**src/sv/crpt_front.sv**
```systemverilog
module crpt_front #(
    parameter int SB = 16
) (
    input  logic                i_clk,
    input  logic                i_rst_n,
    input  logic                i_push,
    output logic                o_full,
    input  logic signed [SB-1:0] i_re,
    input  logic signed [SB-1:0] i_im,
    output logic                o_pow_valid,
    input  logic                i_pow_ready,
    output logic [2*SB-1:0]     o_pow
);
    localparam int PW = 2 * SB;

    logic                 r_valid;
    logic signed [SB-1:0] r_re;
    logic signed [SB-1:0] r_im;
    logic signed [PW-1:0] w_sq_re;
    logic signed [PW-1:0] w_sq_im;

    assign o_full      = r_valid && !i_pow_ready;
    assign o_pow_valid = r_valid;

    always_ff @(posedge i_clk) begin
        if (!i_rst_n) begin
            r_valid <= 1'b0;
        end else if (!o_full) begin
            r_valid <= i_push;
        end
    end

    always_ff @(posedge i_clk) begin
        if (i_push && !o_full) begin
            r_re <= i_re;
            r_im <= i_im;
        end
    end

    // Each square is nonnegative and at most 2^(2*SB-2), so the sum fits PW bits.
    assign w_sq_re = PW'(r_re) * PW'(r_re);
    assign w_sq_im = PW'(r_im) * PW'(r_im);
    assign o_pow   = $unsigned(w_sq_re) + $unsigned(w_sq_im);

endmodule

```
**config.mk**
```make
export PLATFORM = sky130hd
export DESIGN_NAME = crpt_front
export DESIGN_NICKNAME = d
export VERILOG_FILES = /design/src/sv/crpt_front.sv
export SDC_FILE = /design/constraint.sdc
export NUM_CORES = 1
export LEC_CHECK = 0
export ABC_AREA = 1
export BUFFER_PORTS_ARGS = -buffer_cell sky130_fd_sc_hd__buf_2
export CAP_MARGIN = 10
export CORE_ASPECT_RATIO = 1.1
export CORE_MARGIN = 1.5
export CORE_UTILIZATION = 60
export DETAILED_ROUTE_END_ITERATION = 6
export PLACE_DENSITY_LB_ADDON = 0.12
export SYNTH_ARGS = -nofsm -noshare
export SYNTH_HDL_FRONTEND = slang
export SYNTH_SLANG_ARGS = --single-unit
```
**constraint.sdc**
```tcl
create_clock -name i_clk -period 6.8 [get_ports i_clk]
set_input_delay 0 -clock i_clk [delete_from_list [all_inputs] [get_ports i_clk]]
set_output_delay 0 -clock i_clk [all_outputs]
set_load 0.1 [all_outputs]
```
---- Word-level counts from Yosys, hierarchy flattened ----
Index checks and enable logic that the tools add are counted.
word-level totals
  word-level logic and storage cells ...... 10
  output and inout port bits .............. 34
  input bits .............................. 36
  bits in registers ....................... 33
cells by class
  $add $sub $neg .......................... 1
  multiply operators ...................... 2
  reductions and logical operators ........ 4
operator list
  operator                                        count
  16-bit by 16-bit multiplier with 32-bit output  2
  32-bit adder                                    1
  1-bit logical AND                               2
  1-bit zero test                                 2

---- Depth between registers and ports, before layout ----
  depth after elaboration ................. 4
  gate-level depth with buffers ........... 30
  depth with buffers taken out ............ 29

---- Least setup slack after synthesis ----
OpenSTA, ideal clock, no wires.
  path type ............................... register to output
  start point ............................. register r_im[15]
  end point ............................... output o_pow[26]
  stages on the path, launching flop included .. 26
  slack ................................... -1.364 ns
  data required time ...................... 6.800 ns
  path buffers ............................ 2
  data arrival time ....................... 8.164 ns
  cell sequence ........................... edfxtp_1 -> clkbuf_1 -> buf_1 -> nand2_1 -> fa_1 -> inv_1 -> fa_1 -> inv_1 -> fa_1 -> inv_1 -> fa_1 -> fa_1 -> fa_1 -> fa_1 -> inv_1 -> fa_1 -> inv_1 -> ha_1 -> nand2_1 -> nor2_1 -> inv_2 -> nor2_2 -> nand4_1 -> nand3_2 -> a21oi_2 -> xnor2_1
on the way
  cells in the longest elaborated chain, start to end .. 2
ends and longest elaborated chain
  element                                         RTL line  RTL
  start, declared                                 18        logic signed [SB-1:0] r_im;
  start signal, assigned                          36        r_im <= i_im;
  16-bit by 16-bit multiplier with 32-bit output  42        assign w_sq_im = PW'(r_im) * PW'(r_im);
  32-bit adder                                    43        assign o_pow = $unsigned(w_sq_re) + $unsigned(w_sq_im);
  end, declared                                   12        output logic [2*SB-1:0] o_pow
No other way between the ends.

---- Worst setup path after layout ----
  start point ............................. register r_im[5]
  end point ............................... output o_pow[21]
Same word-level chain as after synthesis.

==> results.yml <==
global_route:
  grt_usage: 0.317
  overflow: 0
  grt_pass1_wl_microns: 80100
  antenna_found_initial: 0
  grt_max_degree: 33
  grt_pass1_vias: 16742
critical_path:
  cp_slowest_cell: "fa_2"
  crit_required_ns: 6.80
  path_buf_inv: 8
  crit_chain: "buf_6 -> buf_4 -> nand2_1 -> fa_1 -> inv_1 -> fa_1 -> fa_1 -> fa_1 -> fa_1 -> fa_1 -> fa_1 -> inv_1 -> fa_2 -> inv_2 -> ha_4 -> buf_6 -> nand3_4 -> buf_4 -> o21bai_4 -> a21oi_4 -> o21ai_4 -> xor2_4 -> buf_12"
  critPathMaxFanout: 6
  worstPathArrival_ns: 7.05
  path_depth: 23
  critical_path.most_common_cell: "fa_1"
  start_kind: "register"
  crit_path_end: "o_pow[21]"
  cp-end-kind: "output pin"
  critPathKind: "reg2out"
  r2r_cells: 4
  worstReg2RegStart: "o_pow_valid"
  crit_start: "r_im[5]"
  r2r-end: "r_im[7]"
  rrSetupSlack_ns: 5.41
  cpPeakStageDelay_ns: 0.57
  cp_top_family: "adder cells"
route:
  antenna_left: 0
  wl_per_cell_microns: 16.9
  first_iter_violations: 553
  dr.pass1.iters: 4
  vias_per_cell: 4.96
  drt-total-wl_microns: 48000
  drc: 0
  vias: 14105
clocking:
  clkTransAtPathRegs_ns: 0.06
  htree_levels: 2
  cts_buffer_depth: 2
  cts_root_buf: "clkbuf_16"
  clock_sinks: 33
  cts_made_buffers: 5
  clk_latency_ns: 0.30
  cts_tree: "built"
synth:
  syn_area_per_cell_sq_um: 9.00
  async_flop_share: 0
  synth_most_common_cell: "inv_1"
  synth_common_cells: "inv_1 (780), fa_1 (522), nand2_1 (353)"
  yosysWarningCount: 0
  synth_top_cell_area_share: 0.544
  synth_edf_count: 32
  synthTopCellsByArea: "fa_1 (54%), inv_1 (15%), ha_1 (9.6%), nand2_1 (6.9%), edfxtp_1 (5.0%)"
  ys_ff_latch: 33
  synth.distinct_cells: 42
  synth_fp_nets: 2839
  yosys.area.top_type: "fa_1"
  seq_area_frac_synth: 0.0511
  ys.flop_type: "edfxtp_1"
  syn_area_sq_um: 19200
  synth_cells: 2134
cells_and_area:
  areaGrowthSynthToFinish_pct: 25.3
  fillers: 2252
  layout-drive-gt1-share: 0.233
  nNetsFinal: 3128
  antennaDiodeCount: 0
die:
  ioPinCount: 70
  initial_core_util: 0.610
  fp.coreArea_sq_um: 31500
  die_w_microns: 174
  num_rows: 68
  dieArea_sq_um: 33100
  die_y_microns: 191
sta:
  tightest_slew_ns: 0.561
  timing.slew.headroom: 0.626
  finalClockSkew_ns: 0.00547
  period_needed_ns: 7.05
  max_freq_ghz: 0.142
  rsz0062_at_grt: "yes"
  setup_slack_ns: -0.248
  slew_violations: 0
  finalCritPeriodShare: 1.04
  final_hold_viol_count: 0
  setup_viol: 14
place:
  port_buffers: 69
  dpl_worst_slack_ns: -0.253
  gp_congestion: 0.926
  dpl.hpwl_microns: 41700
hold_path:
  min_path_type: "in2reg"
  holdPathStages: 2
status:
  status: "complete, but fails checks"
  violations: "setup timing"
job:
  maxCapViolCount: 0
## what timing repair did
action / CTS / global route
hold endpoints to repair: 33 / 0
resized for setup: 142 / 109
hold buffers: 34 / 0
pin swaps: 80 / 69
setup buffers: 29 / 24
setup endpoints to repair: 20 / 22
## per-layer routing
metal,track usage,wire [microns],share of wire
met5,0,0,0
met4,0.155,2440,0.051
met3,0.0217,1330,0.028
met2,0.623,27400,0.57
met1,0.345,16800,0.35
## sequential cells by signal, indices dropped and copies added, names as in the netlist
signal       flops
r_im            16
o_pow_valid      1
r_re            16
## through the flow
| step | TNS, ns | cells | hold slack, ns | area, sq um | util |
|---|---|---|---|---|---|
| 5_1_grt | -5.94 | 2844 | 0.404 | 24100 | 0.764 |
| 4_1_cts | -2.45 | 2822 | 0.387 | 23500 | 0.748 |
| 3_3_place_gp | -0.646 | 2751 | 0.176 | 22300 | 0.708 |
| 2_1_floorplan | -0.482 | 2134 | 0.0989 | 19800 | - |
| 6_report | -2.50 | 2844 | 0.393 | 24100 | 0.764 |
| 3_5_place_dp | -1.37 | 2751 | 0.178 | 22300 | 0.708 |
## cell usage in the layout (no fill, tap or decap), drive strengths merged, types with 3 or more instances in the layout
cell / netlist / routed
fa: 522 / 522
a21boi: 3 / 3
dlygate4sd3: 0 / 34
a21o: 7 / 7
buf: 3 / 311
ha: 147 / 147
clkbuf: 61 / 8
o21bai: 6 / 6
nor3: 11 / 11
xnor2: 17 / 17
a21oi: 32 / 32
nand2: 360 / 360
xor2: 24 / 24
o21ai: 15 / 15
nor2: 59 / 59
a31oi: 3 / 3
nand3: 27 / 27
nand4: 4 / 4
inv: 787 / 786
or2: 6 / 6
edfxtp: 32 / 32
## worst register-to-register path, stage by stage (launching register included)
cell     delay, ns
dfxtp_1       0.31
nand2_1       0.07
inv_1         0.07
nor2_4        0.07
buf_4         0.46
## worst min-delay path by stage
stage,endpoint,slack [ns],start
floorplan,r_im[0],0.1,i_im[0]
global placement,r_im[0],0.18,i_im[0]
detailed placement,r_re[8],0.18,i_re[8]
CTS,r_re[6],0.39,i_re[6]
global route,r_re[6],0.40,i_re[6]
finish,r_re[6],0.39,i_re[6]
## area by class of cell
type	instances	area, sq um	area share
Clock buffer	7	153	0.00634
Clock inverter	1	5.00	0.000208
Inverter	787	2970	0.123
Multi-Input combinational cell	1250	16300	0.676
Sequential cell	33	981	0.0408
Tap cell	420	526	0.0218
Timing Repair Buffer	346	3170	0.132
## cell families after synthesis
logic type               Yosys count  synth area share
XOR/XNOR                          41            0.0191
AO/OA/AOI/OAI                     71            0.0242
AND/OR/NAND/NOR                  469            0.0996
buffers and inverters            851             0.166
flip-flops                        33            0.0511
adder cells (fa/ha/maj)          669             0.640
Power is left out: the tool's default activity adds up to more than one toggle a clock period on the data nets, which glitch-free logic cannot reach.
