===== config.mk =====
export PLATFORM = sky130hd
export DESIGN_NAME = crpt_queue
export DESIGN_NICKNAME = d
export VERILOG_FILES = /design/src/sv/crpt_queue.sv
export SDC_FILE = /design/constraint.sdc
export NUM_CORES = 1
export LEC_CHECK = 0
export ABC_AREA = 1
export BUFFER_PORTS_ARGS = -buffer_cell sky130_fd_sc_hd__buf_2
export CAP_MARGIN = 0
export CORE_MARGIN = 2
export CORE_UTILIZATION = 51
export CTS_CLUSTER_SIZE = 12
export DETAILED_ROUTE_END_ITERATION = 10
export GPL_TIMING_DRIVEN = 0
export HOLD_SLACK_MARGIN = 0.12
export PLACE_DENSITY_LB_ADDON = 0.1
export SLEW_MARGIN = 30
export SYNTH_ARGS = -nofsm -noshare
export SYNTH_HDL_FRONTEND = slang
export SYNTH_SLANG_ARGS = --single-unit

===== constraint.sdc =====
create_clock -name i_clk -period 2.25 [get_ports i_clk]
set_clock_uncertainty 0.05 [all_clocks]
set_input_delay 0.1125 -clock i_clk [delete_from_list [all_inputs] [get_ports i_clk]]
set_output_delay 0.1125 -clock i_clk [all_outputs]
set_load 0.005 [all_outputs]

===== src/sv/crpt_queue.sv =====
module crpt_queue #(
    parameter int W     = 32,
    parameter int DEPTH = 4
) (
    input  logic         i_clk,
    input  logic         i_rst_n,
    input  logic         i_wr_valid,
    output logic         o_wr_ready,
    input  logic [W-1:0] i_wr_data,
    output logic         o_rd_valid,
    input  logic         i_rd_ready,
    output logic [W-1:0] o_rd_data
);
    localparam int AW = (DEPTH > 1) ? $clog2(DEPTH) : 1;
    localparam int CW = $clog2(DEPTH + 1);
    localparam logic [AW-1:0] LAST = AW'(DEPTH - 1);
    localparam logic [CW-1:0] FULL_CNT = CW'(DEPTH);

    logic [W-1:0]  r_mem [DEPTH];
    logic [AW-1:0] r_wr_ptr;
    logic [AW-1:0] r_rd_ptr;
    logic [CW-1:0] r_count;
    logic          w_wr;
    logic          w_rd;

    assign o_wr_ready = (r_count != FULL_CNT);
    assign o_rd_valid = (r_count != '0);
    assign o_rd_data  = r_mem[r_rd_ptr];
    assign w_wr       = i_wr_valid && o_wr_ready;
    assign w_rd       = i_rd_ready && o_rd_valid;

    always_ff @(posedge i_clk) begin
        if (!i_rst_n) begin
            r_wr_ptr <= '0;
            r_rd_ptr <= '0;
            r_count  <= '0;
        end else begin
            if (w_wr) begin
                r_wr_ptr <= (r_wr_ptr == LAST) ? '0 : r_wr_ptr + 1'b1;
            end
            if (w_rd) begin
                r_rd_ptr <= (r_rd_ptr == LAST) ? '0 : r_rd_ptr + 1'b1;
            end
            if (w_wr && !w_rd) begin
                r_count <= r_count + 1'b1;
            end else if (w_rd && !w_wr) begin
                r_count <= r_count - 1'b1;
            end
        end
    end

    always_ff @(posedge i_clk) begin
        if (w_wr) begin
            r_mem[r_wr_ptr] <= i_wr_data;
        end
    end

endmodule


# Word level (Yosys, flattened, before mapping)
# Memories as Yosys holds them, arrays and structs flattened. A register that Yosys moved wholly into a read port is not among the register bits.
# Index checks and enable logic that the tools add are counted.
# totals
reg_bits	7
ram_bits	128
in_bits	36
output_inout_bits	34
word_cells	27
n_memories	1
# op_classes
add_sub_neg	4
eq_ne	3
n_mux	8
n_reduce_logical	8
# memory_table
memory	words	word_bits	read_ports	rd_ports_with_merged_regs	wr	line	rtl
r_mem	4	32	1	1	1	19	logic [W-1:0] r_mem [DEPTH];
# ops
cell	n
2-to-1 mux 2 bit	4
2-to-1 mux 3 bit	2
adder 2 x 1 -> 2 bit, second input constant	2
== test 2 bit, second input constant	2
logical AND 1 bit	4
adder 3 x 1 -> 3 bit, second input constant	1
!= test 3 bit, second input constant	1
nonzero test 3 bit	1
subtractor 3 x 1 -> 3 bit, second input constant	1
zero test 1 bit	2
2-to-1 mux 1 bit	2
nonzero test 2 bit	1

# Longest topological paths before layout
# logic_depth
ltp_word	6
ltp_mapped	13
ltp_nobuf	13

# Worst setup path before layout
# No wires, ideal clock.
# synth_path
path_type	flip-flop to flip-flop
start	register r_count[1]
end	memory r_mem[3][0], enable pin
setup_time_ns	0.421
t_arrival_ns	2.023
required_time_ns	1.779
path_slack_ns	-0.244
stages_incl_launch_ff	5
n_path_buf	0
period_less_slack_ns	2.494
path_cell_list	dfxtp_1 -> nor2_1 -> nand2_1 -> nand2_2 -> nor2_1
# synth_between
elab_chain_len	4
# synth_rtl
element	line	rtl
start, declared	22	logic [CW-1:0] r_count;
start signal, assigned	45	r_count <= r_count + 1'b1;
start signal, assigned	47	r_count <= r_count - 1'b1;
!= test 3 bit	26	assign o_wr_ready = (r_count != FULL_CNT);
net o_wr_ready	8	output logic o_wr_ready,
logical AND 1 bit	29	assign w_wr = i_wr_valid && o_wr_ready;
2-to-1 mux 1 bit	53	if (w_wr) begin
2-to-1 mux 1 bit (not written as such)	54	r_mem[r_wr_ptr] <= i_wr_data;
end, declared	19	
# The timed path passes the listed nets, and every way through them passes these cells.

# Worst setup path in the final report
# layout_path
start	register r_count[1]
end	register r_count[1]
# layout_between
elab_chain_len	5
word_cells_on_any_way	13
classes_between	2 x add/sub; 1 x eq/ne; 2 x mux; 8 x reduce/logical
# layout_rtl
element	line	rtl
!= test 3 bit *	26	
logical AND 1 bit *	29	
net w_wr	23	logic w_wr;
zero test 1 bit	46	end else if (w_rd && !w_wr) begin
logical AND 1 bit	46	
nonzero test 2 bit (no source line)	-	
# Mark *: on every way through the listed nets, which the timed path passes. The rest lies on a longest branch. The select of a mux whose other input is x is not followed.
# A chain may end at the register's enable or synchronous reset.

==> impl_metrics.json <==
{
  "ff_latch_area_sq_um": 4020,
  "finalNetCount": 550,
  "gp_congestion": 0.698,
  "outcome": "completed",
  "worst_pin_slew_ps": 638,
  "power_density_nw_per_um2": 1200,
  "drv_slew": 0,
  "pwr-share-clk": 0.356,
  "viasPerCell": 5.14,
  "post-route-period-util": 0.905,
  "antenna_cells": 0,
  "worstPathMaxFanout": 7,
  "synth_cell_types": 21,
  "finalHoldViolations": 0,
  "clockBufferDepth": 2,
  "grt_max_degree": 19,
  "track_usage": 0.207,
  "cts_buffers": 17,
  "cp_data_required_time_ps": 2610,
  "post-route-util": 0.679,
  "drive_gt1_frac": 0.242,
  "htreeDepth": 4,
  "initial_core_util": 0.517,
  "ant_nets": 0,
  "drc": 0,
  "syn-num-nets": 422,
  "syn_inst": 379,
  "yosysWarnings": 0,
  "start_kind": "flip-flop",
  "cts_sinks": 137,
  "fmax_ghz": 0.491,
  "clock_latency_ps": 510,
  "dp_hpwl_um": 6580,
  "finalCriticalPeriod_ps": 2040,
  "multiInputGateArea_sq_um": 1050,
  "swShare": 0.284,
  "rows": 37,
  "critPathArrivalTime_ps": 2390,
  "ys_ff_latch": 137,
  "wl_um": 10900,
  "grt_pass1_vias": 3431,
  "worstSetupEndpointType": "flip-flop",
  "io_pins": 70,
  "cellInternalPower_uw": 5930,
  "postCtsSetupBuffers": 0,
  "drv_cap": 0,
  "ir_drop_mv": 0.659,
  "io_buffers": 69,
  "first_iter_violations": 226,
  "area_growth_pct": 31.3,
  "yosysSeqAreaShare": 0.764,
  "vias": 3372,
  "total_power_uw": 8280,
  "syn_area_sq_um": 5270,
  "cts_tree": "yes",
  "clk_pin_slew_worst_paths_ps": 60,
  "p_leak_uw": 0.00256,
  "core_sq_um": 10200,
  "fin_area_sq_um": 6920,
  "firstDrtPassIters": 4,
  "finalSetupViolCount": 0,
  "hp-class": "in2reg",
  "fill_cells": 768,
  "die_area_sq_um": 11200,
  "die_w_um": 106,
  "switchingPower_uw": 2350,
  "avgRoutedWirePerCell_um": 16.7,
  "die_h_um": 106,
  "criticalPathCategory": "reg2reg",
  "grt_pass1_wl_um": 17300,
  "mostFrequentLayoutCells": "128 x edfxtp_1, 77 x nor2_1, 75 x buf_2, 38 x o21ai_0, 36 x dlygate4sd3_1",
  "rsz0062_at_grt": "no",
  "syn_avg_cell_area_sq_um": 13.9,
  "pre_cts_ws_ps": 221,
  "power_frac_comb": 0.255,
  "clock-root-buffer": "clkbuf_8",
  "gr-total-overflow": 0,
  "grt_antenna_before_repair": 0,
  "seqPwrFrac": 0.389,
  "final_common_cell": "edfxtp_1",
  "place_area_sq_um": 5930,
  "layout_setup_ws_ps": 214,
  "slew-limit-headroom": 0.573
}
per-stage QoR:
stage | instances | hold slack (ps) | setup TNS, ps
floorplan | 379 | 161 | -31220
global placement | 584 | 275 | -168900
detailed placement | 588 | 278 | 0
CTS | 656 | 272 | 0
global route | 656 | 293 | 0
finish | 656 | 299 | 0
path summary, 6_finish.rpt:
check,slack (ps),endpoint,startpoint,cells past startpoint
setup / recovery,210,r_count[1],r_count[1],9
hold / removal,300,r_mem[0][9],i_wr_data[9],2
setup reg to reg,210,r_count[1],r_count[1],9
hold reg to reg,470,r_count[0],r_count[0],2
power groups by stage:
stage	logic, uW	clock network (uW)	registers [uW]
floorplan	1210	0	3250
global placement	1940	0	3280
detailed placement	2080	0	3270
CTS	2140	2980	3220
global route	2360	3080	3240
finish	2110	2950	3220
logic make-up after synthesis:
group	synth area share
AO/OA/AOI/OAI	0.103
adder cells (fa/ha/maj)	0.0180
buffers and inverters	0.0434
flip-flops	0.764
AND/OR/NAND/NOR	0.0724
sequential cells by signal, indices dropped and copies added (netlist names), named ones only:
signal    cells
r_mem       128
r_count       3
r_rd_ptr      2
r_wr_ptr      2
area by class of cell:
class,instances,share of cell area
flip-flops and latches,137,0.581
multi-input cells,206,0.151
repair buffers,109,0.118
clock buffers,22,0.0640
clock inverters,10,0.0277
well taps,136,0.0246
plain buffers,19,0.0228
inverters,17,0.0103
cell usage after synthesis:
library cell	n	area (sq um)
edfxtp_1	128	3840
nor2_1	81	304
o21ai_0	38	190
o22ai_1	32	200
o21ai_1	28	140
inv_1	15	56.3
nand2_1	14	52.6
buf_6	9	101
dfxtp_1	9	180
buf_2	6	30.0
ha_1	6	75.1
buf_4	3	22.5
a21oi_1	2	10.0
clkbuf_1	1	3.75
fa_1	1	20.0
inv_2	1	3.75
inv_8	1	11.3
nand2_2	1	6.26
nand3_1	1	5.00
nand3b_1	1	7.51
nand4_1	1	6.26
routing by layer:
layer	vias up	GRT usage	part of all wire
li1	1653	-	-
met1	1633	0.270	0.44
met2	74	0.346	0.51
met3	12	0.0439	0.036
met4	0	0.0761	0.0095
met5	-	0	0
worst max-delay path, stage by stage, from the launching register on:
cell and delay (ps):
dfxtp_1 340, nor2_1 150, nand2_1 140, nand2_2 240, inv_1 80, ha_1 210
inv_1 80, fa_1 420, o21ai_0 160, nor2_1 50
what timing repair did:
item	in CTS	in global routing
hold endpoints to repair	137	0
hold buffers	36	0
resized for setup	0	0
Note: power is estimated with default switching activity, not from simulation.
