**config.mk**
```make
export PLATFORM = sky130hd
export DESIGN_NAME = crpt_sqrt
export DESIGN_NICKNAME = d
export VERILOG_FILES = /design/src/sv/crpt_sqrt.sv
export SDC_FILE = /design/constraint.sdc
export NUM_CORES = 1
export LEC_CHECK = 0
export BUFFER_PORTS_ARGS = -buffer_cell sky130_fd_sc_hd__buf_4
export CORE_MARGIN = 2
export CORE_UTILIZATION = 37
export CTS_BUF_LIST = sky130_fd_sc_hd__clkbuf_2
export DETAILED_ROUTE_END_ITERATION = 8
export GPL_ROUTABILITY_DRIVEN = 0
export GPL_TIMING_DRIVEN = 0
export PLACE_DENSITY = 0.65
export SLEW_MARGIN = 5
export SYNTH_ARGS = -nofsm -noshare
export SYNTH_HDL_FRONTEND = slang
export SYNTH_SLANG_ARGS = --single-unit
```
**constraint.sdc**
```tcl
create_clock -name i_clk -period 2.7 [get_ports i_clk]
set_clock_uncertainty 0.2 [all_clocks]
set_input_delay 0.135 -clock i_clk [delete_from_list [all_inputs] [get_ports i_clk]]
set_output_delay 0.135 -clock i_clk [all_outputs]
set_load 0.01 [all_outputs]
```
**src/sv/crpt_sqrt.sv**
```systemverilog
module crpt_sqrt #(
    parameter int SB = 16
) (
    input  logic            i_clk,
    input  logic            i_rst_n,
    input  logic            i_valid,
    output logic            o_ready,
    input  logic [2*SB-1:0] i_rad,
    output logic            o_empty,
    input  logic            i_pop,
    output logic [SB-1:0]   o_root
);
    localparam int RW    = 2 * SB;
    localparam int REM_W = SB + 2;
    localparam int TW    = SB + 4;
    localparam int CNT_W = $clog2(SB);

    localparam logic [1:0] SQ_IDLE = 2'd0;
    localparam logic [1:0] SQ_RUN  = 2'd1;
    localparam logic [1:0] SQ_DONE = 2'd2;

    logic [1:0]       r_state;
    logic [RW-1:0]    r_rad;
    logic [REM_W-1:0] r_rem;
    logic [SB-1:0]    r_root;
    logic [CNT_W-1:0] r_cnt;
    logic [SB-1:0]    r_out;
    logic             r_out_valid;
    logic [TW-1:0]    w_rem_t;
    logic [TW-1:0]    w_trial;
    logic [TW-1:0]    w_rem_sub;
    logic             w_ge;
    logic             w_move;

    assign o_ready = (r_state == SQ_IDLE);
    assign o_empty = !r_out_valid;
    assign o_root  = r_out;

    // One root bit per cycle: bring down two radicand bits, try 4*root + 1.
    assign w_rem_t   = {r_rem, r_rad[RW-1:RW-2]};
    assign w_trial   = {2'b00, r_root, 2'b01};
    assign w_ge      = (w_rem_t >= w_trial);
    assign w_rem_sub = w_rem_t - w_trial;
    assign w_move    = (r_state == SQ_DONE) && (!r_out_valid || i_pop);

    always_ff @(posedge i_clk) begin
        if (!i_rst_n) begin
            r_state     <= SQ_IDLE;
            r_out_valid <= 1'b0;
        end else begin
            unique case (r_state)
                SQ_IDLE: begin
                    if (i_valid) begin
                        r_state <= SQ_RUN;
                    end
                end
                SQ_RUN: begin
                    if (r_cnt == '0) begin
                        r_state <= SQ_DONE;
                    end
                end
                SQ_DONE: begin
                    if (w_move) begin
                        r_state <= SQ_IDLE;
                    end
                end
                default: r_state <= SQ_IDLE;
            endcase
            if (w_move) begin
                r_out_valid <= 1'b1;
            end else if (i_pop) begin
                r_out_valid <= 1'b0;
            end
        end
    end

    always_ff @(posedge i_clk) begin
        if (r_state == SQ_IDLE && i_valid) begin
            r_rad  <= i_rad;
            r_rem  <= '0;
            r_root <= '0;
            r_cnt  <= CNT_W'(SB - 1);
        end else if (r_state == SQ_RUN) begin
            r_rad  <= {r_rad[RW-3:0], 2'b00};
            r_rem  <= w_ge ? w_rem_sub[REM_W-1:0] : w_rem_t[REM_W-1:0];
            r_root <= {r_root[SB-2:0], w_ge};
            r_cnt  <= r_cnt - 1'b1;
        end
        if (w_move) begin
            r_out <= r_root;
        end
    end

endmodule

```
After elaboration in Yosys (flattened, before gate mapping)
Cells that the tools add are included.

cells by class
  $add $sub $neg = 2
  multiply operators = 0
  divide/modulo/power cells = 0
  magnitude comparators = 1
  equality and inequality tests = 5
  shifts and indexed selects = 0
  muxes and demuxes = 9
  bitwise gates (word level) = 0
  reductions and logical operators = 9

operators by type and width
  operator             number
  $mux 32              2
  $ge 20x18->1         1
  $mux 18              1
  $sub 18x18->18       1
  $mux 2               3
  $ne 2x2->1 const B   3
  $pmux 2 s3           1
  $logic_not 4->1      1
  $reduce_bool 2->1    2
  $sub 4x1->4 const B  1
  $reduce_and 3->1     1
  $eq 2x1->1 const B   1
  $eq 2x2->1 const B   1
  $logic_and 1x1->1    2
  $logic_not 2->1      1
  $mux 1               2
  $logic_not 1->1      1
  $logic_or 1x1->1     1

word-level totals
  bits in registers = 89
  latch bits = 0
  bits in writable memories = 0
  memory bits (read-only) = 0
  input bits = 36
  output and inout bits = 18
  word-level logic and storage cells = 33
  memories kept = 0

Logic depth before layout (Yosys ltp)
  word-level depth = 5
  mapped depth = 10
  depth with buffers taken out = 8

Worst setup path before layout
No wires, ideal clock.

  kind = register -> register
  start point = register r_root[5]
  end point = register r_rem[3]
  library setup time = 0.122 ns
  arrival time = 2.164 ns
  required time = 2.378 ns
  path slack = 0.214 ns
  cell stages (with the launch flop) = 11
  path buffers = 2
  period minus slack after synthesis = 2.486 ns
  path through = dfxtp_1 -> inv_1 -> ha_1 -> buf_6 -> a21oi_4 -> o22ai_2 -> o32ai_4 -> a21o_2 -> nand2_4 -> buf_6 -> a221o_1

between the ends
  longest elaborated chain between the ends = 2

RTL lines
  element                 line  RTL
  from (decl)             25    logic [SB-1:0] r_root;
  from (signal assigned)  86    r_root <= {r_root[SB-2:0], w_ge};
  $ge 20x18->1            42    assign w_ge = (w_rem_t >= w_trial);
  $mux 18                 85    r_rem <= w_ge ? w_rem_sub[REM_W-1:0] : w_rem_t[REM_W-1:0];
  to (signal assigned)    85
  to (decl)               24    logic [REM_W-1:0] r_rem;

No other way between the ends.
A chain may end at the register's enable or synchronous reset.

Final worst setup path
  start point = register r_root[11]
  end point = register r_rem[4]

The elaborated chain is that of the path after synthesis.

==> results summary <==
The floorplan core area came out at between 10000 and 15000 um2. The largest net degree at the start of global routing came out at 17. The depth of the CTS H-tree came out at 3. The summed instance area of the synthesized netlist came out at approximately 4500 um2.

The yosys synthesis warning count came out at 0. The share of synthesized area in the top cell type comes to 0.319. The count of pins over their slew limit is 0. Timing analysis after detailed placement gives a worst setup slack of -0.154 ns. The power density of the placed cells came out at 913 nW/um2. The analysis attributes to cell leakage a power of 2.34 nW. The sum of negative setup slack is 0 ns. The clock latency on the worst-skew pair is 0.56 ns. The starting DRC count in detailed routing is 326.

The wire length per cell came out at 15.8 um. The effective utilization at floorplan is 0.378. The number of placed I/O pins came out at 54. Across the VDD grid, the largest voltage drop is 360 uV. The share of total power consumed by net switching is 0.410. The share of the core filled with cells in the final layout came out at 0.486. The overall power of the completed layout is 5.31 mW. The number of standard cells after synthesis came out at 480. The final setup violation count came out at 0.

The number of nets produced by synthesis is 535. The first global-routing pass estimated between 15 and 20 mm of wire. The total count of hold-check failures in the final report came out at 0. The worst path required time came out at 2.97 ns. The width of the die came out at 115 um. STA classifies the critical path endpoint as a flip-flop.

The aggregate routed wire length is between 10 and 15 mm. Summed over all nets, the switching power comes to 2.18 mW. In the synthesized netlist the dominant register cell turns out to be sky130_fd_sc_hd__edfxtp_1. The worst hold-check slack came out at roughly 0.12 ns. The share of post-route cells with drive strength above 1 is 0.202. TritonCTS built the clock tree.

The remaining antenna violation count came out at 0. The number of placement rows came out at 40. The via count of the first global-routing pass is 3733.

The register clock-pin slew on the reported worst setup and hold paths came out at 0.25 ns. The count of flip-flops with a built-in enable after synthesis is 48. Ranked by total cell area, the synthesized netlist is headed by sky130_fd_sc_hd__edfxtp_1 (32%), sky130_fd_sc_hd__dfxtp_1 (18%), sky130_fd_sc_hd__nand2_1 (10%). Data on the critical path arrives at its endpoint at 2.90 ns. The post-synthesis cell type count is 56.

The area growth from synthesis to layout is 28.5%. The number of sinks driven by the clock tree came out at 89. The shortest clock period the worst path allows after layout is 2.63 ns.

The net count of the finished layout came out at 649. The clock passes through at most 2 buffers. The die outline area is 13100 um2. The run finished with clean final reports. The remaining global-route overflow is 0. Clock tree synthesis inserted a total of 9 buffers.

Of all cell types, the one taking the most synthesized area is sky130_fd_sc_hd__edfxtp_1. The length of the first detailed-routing pass in iterations is 5. The placed wire-length estimate after detailed placement came out at ~7.7 mm. Leaving out fill and tap cells, the most frequent cell in the layout is sky130_fd_sc_hd__nand2_1. Headroom to the max-slew limit came out at 0.389. At the pin with the least slew margin, the transition time is 0.913 ns.

Of the synthesized area, sequential elements account for 0.500. The worst-case setup margin in the final layout is 0.0719 ns. The library cells used most frequently in the layout, excluding fill and tap cells, are sky130_fd_sc_hd__nand2_1 (120), sky130_fd_sc_hd__buf_4 (60), sky130_fd_sc_hd__edfxtp_1 (48), sky130_fd_sc_hd__dlygate4sd3_1 (38), sky130_fd_sc_hd__o21ai_0 (34). The number of diodes added for antenna fixing is 0. The fraction of the cycle the final worst path needs is 0.973. Counting flops and latches in the post-synthesis netlist gives 89. The detailed router placed 3890 vias in this run. The cell chosen for the clock root is sky130_fd_sc_hd__clkbuf_2.

The highest attainable clock frequency came out at 381 MHz. The synthesized area divided by synthesized cell count came out at 9.42 um2. The fraction of registers with async set or reset after synthesis came out at 0.

The number of max-cap violations came out at 0. By startpoint and endpoint, the worst setup path is classified as reg2reg. The largest fanout of any net on the critical path is 8. The vias per cell is roughly 5.2.

The DRC violation count after routing is 0. The class of the tightest hold or removal check is in2reg. The internal power summed over all cells came out at 3.13 mW. The share of total power in the clock network is 0.108. The number of antenna violations at the first check in global routing is 0. The logic gate share of total power is 0.562. The count of buffers added on input and output ports is 53.

The internal reg-to-reg setup slack is 0.07 ns. Measured along the y axis, the die boundary spans approximately 110 um. The total global-route track usage came out at 0.185. The sequential share of power is 0.330.

The sort of element at the start of the critical path is a flip-flop.
==> sequential cells by signal, summed over array words and instances, names as in the netlist <==
| name | count |
|---|---|
| r_state | 2 |
| r_cnt | 4 |
| r_rad | 32 |
| r_rem | 18 |
| r_root | 16 |
| r_out_valid | 1 |
| o_root | 16 |
==> metrics by stage <==
step           area [um2]  cells
6_report             5810    746
3_3_place_gp         5100    680
3_5_place_dp         5110    680
4_1_cts              5660    740
2_1_floorplan        4520    480
5_1_grt              5810    746
==> path summary, 6_finish.rpt <==
| path | start | to | cells past startpoint |
|---|---|---|---|
| setup / recovery | r_root[11] | r_rem[4] | 10 |
| hold / removal | i_rst_n | r_state[1] | 3 |
| setup reg to reg | r_root[11] | r_rem[4] | 10 |
| hold reg to reg | r_root[6] | o_root[6] | 0 |
==> cell families (layout without fill, tap and decap cells) <==
kind of cell,count (synthesis),in the layout,synth area share
AOI/OAI and AO/OA,109,109,0.177
adders and majority gates,19,19,0.0526
muxes,1,1,0.00221
buffers and inverters,50,169,0.0470
and+or+nand+nor,198,198,0.193
xor gates and xnor gates,14,14,0.0271
DFF,89,89,0.500
==> critical path: stages, from the launching register on <==
cell and delay (ns):
sky130_fd_sc_hd__dfxtp_2 0.40, sky130_fd_sc_hd__inv_1 0.07, sky130_fd_sc_hd__ha_1 0.27, sky130_fd_sc_hd__buf_2 0.17
sky130_fd_sc_hd__a211oi_2 0.28, sky130_fd_sc_hd__o21ai_1 0.14, sky130_fd_sc_hd__o21ba_4 0.26, sky130_fd_sc_hd__a21o_4 0.16
sky130_fd_sc_hd__nand2_4 0.08, sky130_fd_sc_hd__buf_8 0.20, sky130_fd_sc_hd__a221o_1 0.29
==> layer usage <==
layer / vias up / part of all wire / track usage
met5: - / 0 / 0
met4: 0 / 0.018 / 0.0585
met3: 20 / 0.059 / 0.0360
met2: 139 / 0.47 / 0.297
met1: 1799 / 0.45 / 0.251
li1: 1932 / - / -
==> power by group through the flow <==
stage | Combinational [mW] | Sequential [mW] | Clock, mW
finish | 2.98 | 1.75 | 0.572
global route | 3.22 | 1.77 | 0.641
CTS | 2.60 | 1.74 | 0.594
detailed placement | 2.41 | 1.77 | 0
global placement | 2.38 | 1.76 | 0
floorplan | 1.90 | 1.73 | 0
==> what timing repair did <==
action,in CTS,in global routing
hold buffers,38,0
pin swaps,3,5
setup buffers,5,5
hold endpoints to repair,36,0
gates resized for setup,13,24
setup endpoints to repair,40,17
cloned,1,1
==> synthesized netlist by cell type, drive strengths merged (6+ instances only) <==
cell type,count
nand2,122
edfxtp,48
dfxtp,41
o21ai,38
inv,25
clkbuf,19
ha,19
nand3,19
a21oi,17
nor2,16
nor3,11
o211ai,10
a211oi,7
and3,7
xnor2,7
xor2,7
buf,6
o21a,6
==> cell type report <==
type / instances / area (um2)
Buffer: 25 / 130
Clock buffer: 12 / 60.1
Clock inverter: 4 / 21.3
Fill cell: 1086 / 6150
Inverter: 25 / 97.6
Multi-Input combinational cell: 341 / 2160
Sequential cell: 89 / 2270
Tap cell: 147 / 184
Timing Repair Buffer: 102 / 878
Timing Repair inverter: 1 / 7.51
Note: power is estimated with default switching activity, not from simulation.
