--- config.mk ---
export PLATFORM = sky130hd
export DESIGN_NAME = crpt_avg
export DESIGN_NICKNAME = d
export VERILOG_FILES = /design/src/sv/crpt_pkg.sv /design/src/sv/crpt_avg.sv
export SDC_FILE = /design/constraint.sdc
export NUM_CORES = 2
export LEC_CHECK = 0
export BUFFER_PORTS_ARGS = -buffer_cell sky130_fd_sc_hd__buf_4
export CAP_MARGIN = 10
export CORE_ASPECT_RATIO = 1.5
export CORE_MARGIN = 2
export CORE_UTILIZATION = 47
export CTS_CLUSTER_DIAMETER = 50
export DETAILED_ROUTE_END_ITERATION = 16
export SLEW_MARGIN = 10
export SYNTH_ARGS = -nofsm -noshare
export SYNTH_HDL_FRONTEND = slang
export SYNTH_SLANG_ARGS = --single-unit
--- constraint.sdc ---
create_clock -name i_clk -period 13.9 [get_ports i_clk]
set_input_delay 2.78 -clock i_clk [delete_from_list [all_inputs] [get_ports i_clk]]
set_output_delay 2.78 -clock i_clk [all_outputs]
set_load 0.02 [all_outputs]
--- src/sv/crpt_pkg.sv ---
package crpt_pkg;

    // Fraction bits kept below the integer part of the running average.
    localparam int AVG_FRAC_BITS = 16;

    // Entries in the queue between the front and the averaging back end.
    localparam int QUEUE_DEPTH = 4;

    // Register port geometry.
    localparam int PADDR_W     = 3;
    localparam int PDATA_W     = 32;
    localparam int REG_IDX_LSB = 2;

    // Register indexes.
    localparam logic REG_SMOOTHING_GAIN = 1'b0;

    // Reset value of the smoothing gain.
    localparam int GAIN_RESET = 7;

    typedef logic [PADDR_W-1:0] t_paddr;
    typedef logic [PDATA_W-1:0] t_pdata;

endpackage

--- src/sv/crpt_avg.sv ---
module crpt_avg #(
    parameter int SB = 16,
    parameter int G  = 16
) (
    input  logic            i_clk,
    input  logic            i_rst_n,
    input  logic            i_clear,
    input  logic [G:0]      i_gain,
    input  logic            i_pow_valid,
    output logic            o_pow_ready,
    input  logic [2*SB-1:0] i_pow,
    output logic            o_hand_valid,
    input  logic            i_hand_ready,
    output logic [2*SB-1:0] o_hand_data
);
    import crpt_pkg::*;

    localparam int PW     = 2 * SB;
    localparam int AVG_W  = PW + AVG_FRAC_BITS;
    localparam int DW     = AVG_W + 1;
    localparam int LO_W   = DW / 2;
    localparam int HI_W   = DW - LO_W;
    localparam int GW     = G + 1;
    localparam int PLO_W  = LO_W + GW;
    localparam int PHI_W  = HI_W + GW + 1;
    localparam int PROD_W = DW + GW;
    localparam int SUM_W  = AVG_W + 2;

    localparam logic [2:0] ST_IDLE = 3'd0;
    localparam logic [2:0] ST_MUL  = 3'd1;
    localparam logic [2:0] ST_SUM  = 3'd2;
    localparam logic [2:0] ST_UPD  = 3'd3;
    localparam logic [2:0] ST_HAND = 3'd4;

    logic [2:0]               r_state;
    logic [2:0]               n_state;
    logic [AVG_W-1:0]         r_avg;
    logic [DW-1:0]            r_diff;
    logic [PLO_W-1:0]         r_plo;
    logic signed [PHI_W-1:0]  r_phi;
    logic signed [PROD_W-1:0] r_prod;
    logic [DW-1:0]            w_diff;
    logic signed [PROD_W-1:0] w_prod;
    logic signed [PROD_W-1:0] w_step;
    logic [SUM_W-1:0]         w_sum;

    assign o_pow_ready  = (r_state == ST_IDLE);
    assign o_hand_valid = (r_state == ST_HAND);
    assign o_hand_data  = r_avg[AVG_W-1:AVG_FRAC_BITS];

    // The update avg + floor(g * (target - avg) / 2^G) equals the weighted form.
    assign w_diff = {1'b0, i_pow, {AVG_FRAC_BITS{1'b0}}} - {1'b0, r_avg};

    assign w_prod = (PROD_W'(r_phi) <<< LO_W) + $signed({{HI_W{1'b0}}, r_plo});
    assign w_step = r_prod >>> G;
    assign w_sum  = {2'b00, r_avg} + w_step[SUM_W-1:0];

    always_comb begin
        n_state = r_state;
        unique case (r_state)
            ST_IDLE: begin
                if (i_pow_valid) begin
                    n_state = ST_MUL;
                end
            end
            ST_MUL:  n_state = ST_SUM;
            ST_SUM:  n_state = ST_UPD;
            ST_UPD:  n_state = ST_HAND;
            ST_HAND: begin
                if (i_hand_ready) begin
                    n_state = ST_IDLE;
                end
            end
            default: n_state = ST_IDLE;
        endcase
    end

    always_ff @(posedge i_clk) begin
        if (!i_rst_n) begin
            r_state <= ST_IDLE;
            r_avg   <= '0;
        end else begin
            r_state <= n_state;
            if (i_clear) begin
                r_avg <= '0;
            end else if (r_state == ST_UPD) begin
                r_avg <= w_sum[AVG_W-1:0];
            end
        end
    end

    always_ff @(posedge i_clk) begin
        if (r_state == ST_IDLE && i_pow_valid) begin
            r_diff <= w_diff;
        end
        if (r_state == ST_MUL) begin
            r_plo <= PLO_W'(i_gain) * PLO_W'(r_diff[LO_W-1:0]);
            r_phi <= PHI_W'($signed(r_diff[DW-1:LO_W])) * PHI_W'($signed({1'b0, i_gain}));
        end
        if (r_state == ST_SUM) begin
            r_prod <= w_prod;
        end
    end

endmodule

Word-level counts from Yosys, hierarchy flattened

Cells that the tools add are included.

Add/subtract/negate cells: 3
Multipliers: 2
Equal/unequal tests: 6
Multiplexer cells: 3
Bitwise operators: 1
Reduce and logical (&&, ||, !) cells: 4

Operators by type and width:

| kind                                                                     | number |
|---|---|
| 64-bit by 42-bit adder with 64-bit output                                | 1 |
| 48-bit by 48-bit subtractor with 49-bit output                           | 1 |
| 48-bit adder                                                             | 1 |
| 17-bit by 24-bit multiplier with 41-bit output                           | 1 |
| 25-bit by 18-bit multiplier with 40-bit output                           | 1 |
| 3-bit case mux with 5 select lines                                       | 1 |
| 3-bit by 2-bit == test with 1-bit output (second input constant)         | 2 |
| 3-bit two-way mux                                                        | 2 |
| 3-bit by 1-bit == test with 1-bit output (second input constant)         | 1 |
| 3-bit == test (second input constant)                                    | 1 |
| 3-bit logical NOT                                                        | 1 |
| 2-bit by 1-bit inequality test with 1-bit output (second input constant) | 1 |
| 2-bit inequality test (second input constant)                            | 1 |
| 2-bit AND reduction                                                      | 1 |
| 2-bit OR reduction                                                       | 1 |
| 1-bit logical AND                                                        | 1 |
| 1-bit NOT                                                                | 1 |

Register bits: 245
Output and inout bits: 34
Logic and storage cells: 25

Logic depth before layout (Yosys ltp)

Depth in word-level cells: 3
Gate-level depth with buffers: 26
Gate-level depth less buffers: 24

Worst setup path after synthesis

Ideal clock, no wire load.

Path kind: input port to flip-flop
From: input port i_gain[6]
To: register r_plo[37], data pin
Library setup time: 0.258 ns
Data arrival time: 8.981 ns
Data required time: 13.642 ns
Slack: 4.662 ns
Cell stages on the path: 25
Path buffers: 2
Cell sequence: clkbuf_1 > clkbuf_1 > nand2_1 > fa_1 > inv_1 > fa_1 > inv_1 > fa_1 > inv_1 > fa_1 > fa_1 > inv_1 > fa_1 > inv_1 > ha_1 > and3_1 > a221oi_2 > o21ai_1 > a221o_1 > a221oi_2 > o21ai_2 > or4b_1 > and3_4 > nor2_4 > xnor2_1

Word-level cells in the longest chain between the ends: 1

RTL lines:

| what                                           | line           | RTL |
|---|---|---|
| start: declaration                             | crpt_avg.sv:8  | `input logic [G:0] i_gain,` |
| 17-bit by 24-bit multiplier with 41-bit output | crpt_avg.sv:97 | `r_plo <= PLO_W'(i_gain) * PLO_W'(r_diff[LO_W-1:0]);` |
| end signal: assignment                         | crpt_avg.sv:97 |  |
| end: declaration                               | crpt_avg.sv:39 | `logic [PLO_W-1:0] r_plo;` |

Every way passes these cells.
A chain may end at the register's enable or synchronous reset.

Final worst setup path

From: input port i_gain[2]
To: register r_plo[37], data pin

Same word-level chain as after synthesis.

==> out/metrics.yaml <==
status: "finished clean"
skew_ns: 0.0188
slew_violations: 0
grt-ovfl-total: 0
seq_area_frac_synth_pct: 14.8
avgSynthCellArea_um2: 9.05
required_ns: 14.22
synth_edf_count: 162
fmax_mhz: 107
async_flop_share_pct: 0
die_w_um: 241
die_h_um: 360
stdcell_area_um2: 41900
grt_pass1_wl_um: 164000
pin_count: 88
areaGrowthSynthToFinish_pct: 5.34
synth_fp_nets: 5480
critical_path_class: "in -> reg"
synth_cell_types: 79
drcViolationCount: 0
hold_viol_final: 0
slowest_stage: "a221oi_2"
rows: 130
cp-start-kind: "primary input"
end_kind: "register"
grt_start_max_net_pins: 59
synth_area_um2: 39800
stdcell_count: 5452
io_buffer_count: 87
clk_pin_slew_ns: 0.06
fin_tns_setup_ns: 0
r2r_start: "r_diff[14]$_DFFE_PP_"
worst_r2r_endpoint: "r_plo[37]$_DFFE_PP_"
num_vias: 28800
yosysTopAreaCell: "fa_1"
hp-class: "reg -> reg"
cts_max_level: 1
ant_nets: 0
wire_per_inst_um: 18.5
drive_above_1_share_pct: 4.11
relSlewSlack_pct: 27.4
period_share_pct: 67.0
first_iter_violations: 1220
ys.flop_type: "edfxtp_1"
synth_warnings: 0
cp-startpoint: "i_gain[2]"
finalWirelength_um: 101000
synthTopCellsByArea: "fa_1 37%, edfxtp_1 12%, ha_1 9.7%"
max_stage_delay_ns: 0.63
core_um2: 83800
initial_utilization_pct: 47.5
synth_top_area_share_pct: 36.5
grt_antenna_before_repair: 3
cts_made_buffers: 27
cts-resized-gates: 0
nNetsFinal: 5394
r2r_setup_slack_ns: 6.31
path_cells: "buf_4 > nand2_1 > fa_1 > inv_1 > fa_1 > inv_1 > fa_1 > inv_1 > fa_1 > fa_1 > inv_1 > fa_1 > inv_1 > ha_1 > a21oi_1 > nor2b_1 > a311oi_1 > o21ai_0 > a221oi_2 > o21ai_2 > or4b_1 > and3_4 > nor2_4 > xnor2_1"
postCtsSetupRepairBufs: 0
track_usage_pct: 24.3
clock_latency_ns: 0.57
drv_cap: 0
dieArea_um2: 87000
ctsHoldBuffers: 0
tightestPinTransition_ns: 1.09
cts_root_buf: "clkbuf_16"
dpl_cell_area_um2: 41000
grt_pass1_vias: 30900
rsz0062_at_grt: "false"
synthCells: 4394
worstSetupEndpoint: "r_plo[37]$_DFFE_PP_"
ff2ff_path_depth: 22
viasPerCell: 5.29
dr.pass1.iters: 5
synth-seq-cells: 213
worstPathMaxFanout: 49
dp.cells: 5401
setup_viol: 0
cp.arrival_ns: 9.64
fin_crit_ns: 9.31
gp_congestion: 0.886
fin_util_pct: 50.0
cp_common_cell: "fa_1"
clkSinkCount: 213
place.detailed.hpwl_um: 77400
cts_tree: "yes"
cts_buffer_depth: 3
## routing by layer
metal | global-route usage (%) | routed length (µm) | vias to the layer above
li1 | - | - | 13300
met1 | 30.2 | 41500 | 14800
met2 | 43.9 | 52100 | 605
met3 | 1.55 | 3430 | 192
met4 | 9.16 | 4110 | 0
met5 | 0 | 0 | -
## cells in the mapped netlist, drive strengths merged (33+ instances only)
master and count:
fa 725, nand3 46, ha 307, xor2 60, buf 39, edfxtp 162
and2 317, o21ai 74, xnor2 121, nor2 105, a21o 74, nand2 657
a21oi 165, nor3 33, clkbuf 175, inv 970, dfxtp 51
## kinds of logic after synthesis
| family | after synthesis | synth area share [%] |
|---|---|---|
| fa+ha+maj | 1032 | 46.2 |
| mux | 1 | 0.0252 |
| simple gates | 1315 | 16.0 |
| compound gates | 468 | 7.58 |
| xor+xnor | 181 | 3.99 |
| flops | 213 | 14.8 |
| buf+inv | 1184 | 11.5 |
## worst max-delay path: cells and delay by family
family	cells	cell delay, ns
adders and majority gates	7	3.34
xor gates and xnor gates	1	0.06
buffers and inverters	6	0.77
AOI/OAI and AO/OA	5	1.62
and+or+nand+nor	5	1.01
## metrics by stage
stage | setup slack, ns | hold slack, ns
floorplan | 4.66 | 0.400
global placement | 4.09 | 0.411
detailed placement | 3.97 | 0.407
CTS | 4.60 | 0.421
global route | 4.22 | 0.428
finish | 4.59 | 0.425
## layout by cell type, fill, tap and decap left out, types with 8 or more instances in the layout
master     count
inv_1        970
fa_1         725
nand2_1      657
and2_1       316
ha_1         307
a21oi_1      164
edfxtp_1     162
xnor2_1      121
nor2_1       104
buf_4         99
a21o_1        70
o21ai_0       63
xor2_1        60
dfxtp_1       51
nand3_1       46
nor3_1        33
clkbuf_16     27
nand4_1       26
nor2b_1       24
o21a_1        22
o21bai_1      21
and3_1        18
nand2b_1      17
a31oi_1       15
a211oi_1      15
o211ai_1       9
o21ai_1        9
nor4_1         9
or2_2          8
or3_1          8
nor3b_1        8
## final cells by class
cell class	count	area [µm²]
timing repair buffer	99	743
clock buffer	33	718
multi-input combinational	2997	29300
fill	8025	41900
tap	1122	1400
antenna	1	2.50
sequential	213	5890
clock inverter	17	166
inverter	970	3640
## how the worst min path moves through the flow
stage / start / endpoint / slack (ns) / cells after the start
2_1_floorplan: r_plo[16]$_DFFE_PP_ / r_prod[16]$_DFFE_PN_ / 0.40 / 0
3_3_place_gp: r_plo[19]$_DFFE_PP_ / r_prod[19]$_DFFE_PN_ / 0.41 / 0
3_5_place_dp: r_plo[19]$_DFFE_PP_ / r_prod[19]$_DFFE_PN_ / 0.41 / 0
4_1_cts: r_plo[19]$_DFFE_PP_ / r_prod[19]$_DFFE_PN_ / 0.42 / 0
5_1_grt: r_plo[19]$_DFFE_PP_ / r_prod[19]$_DFFE_PN_ / 0.43 / 0
6_report: r_plo[19]$_DFFE_PP_ / r_prod[19]$_DFFE_PN_ / 0.42 / 0
## sequential cells by signal, indices dropped and copies added, names as in the netlist
name	flops
r_avg	48
r_plo	25
r_state	3
r_phi	40
r_diff	49
r_prod	48
Power is not shown: default switching activity piles up to over one toggle a cycle in this logic, so the estimate is an artifact.
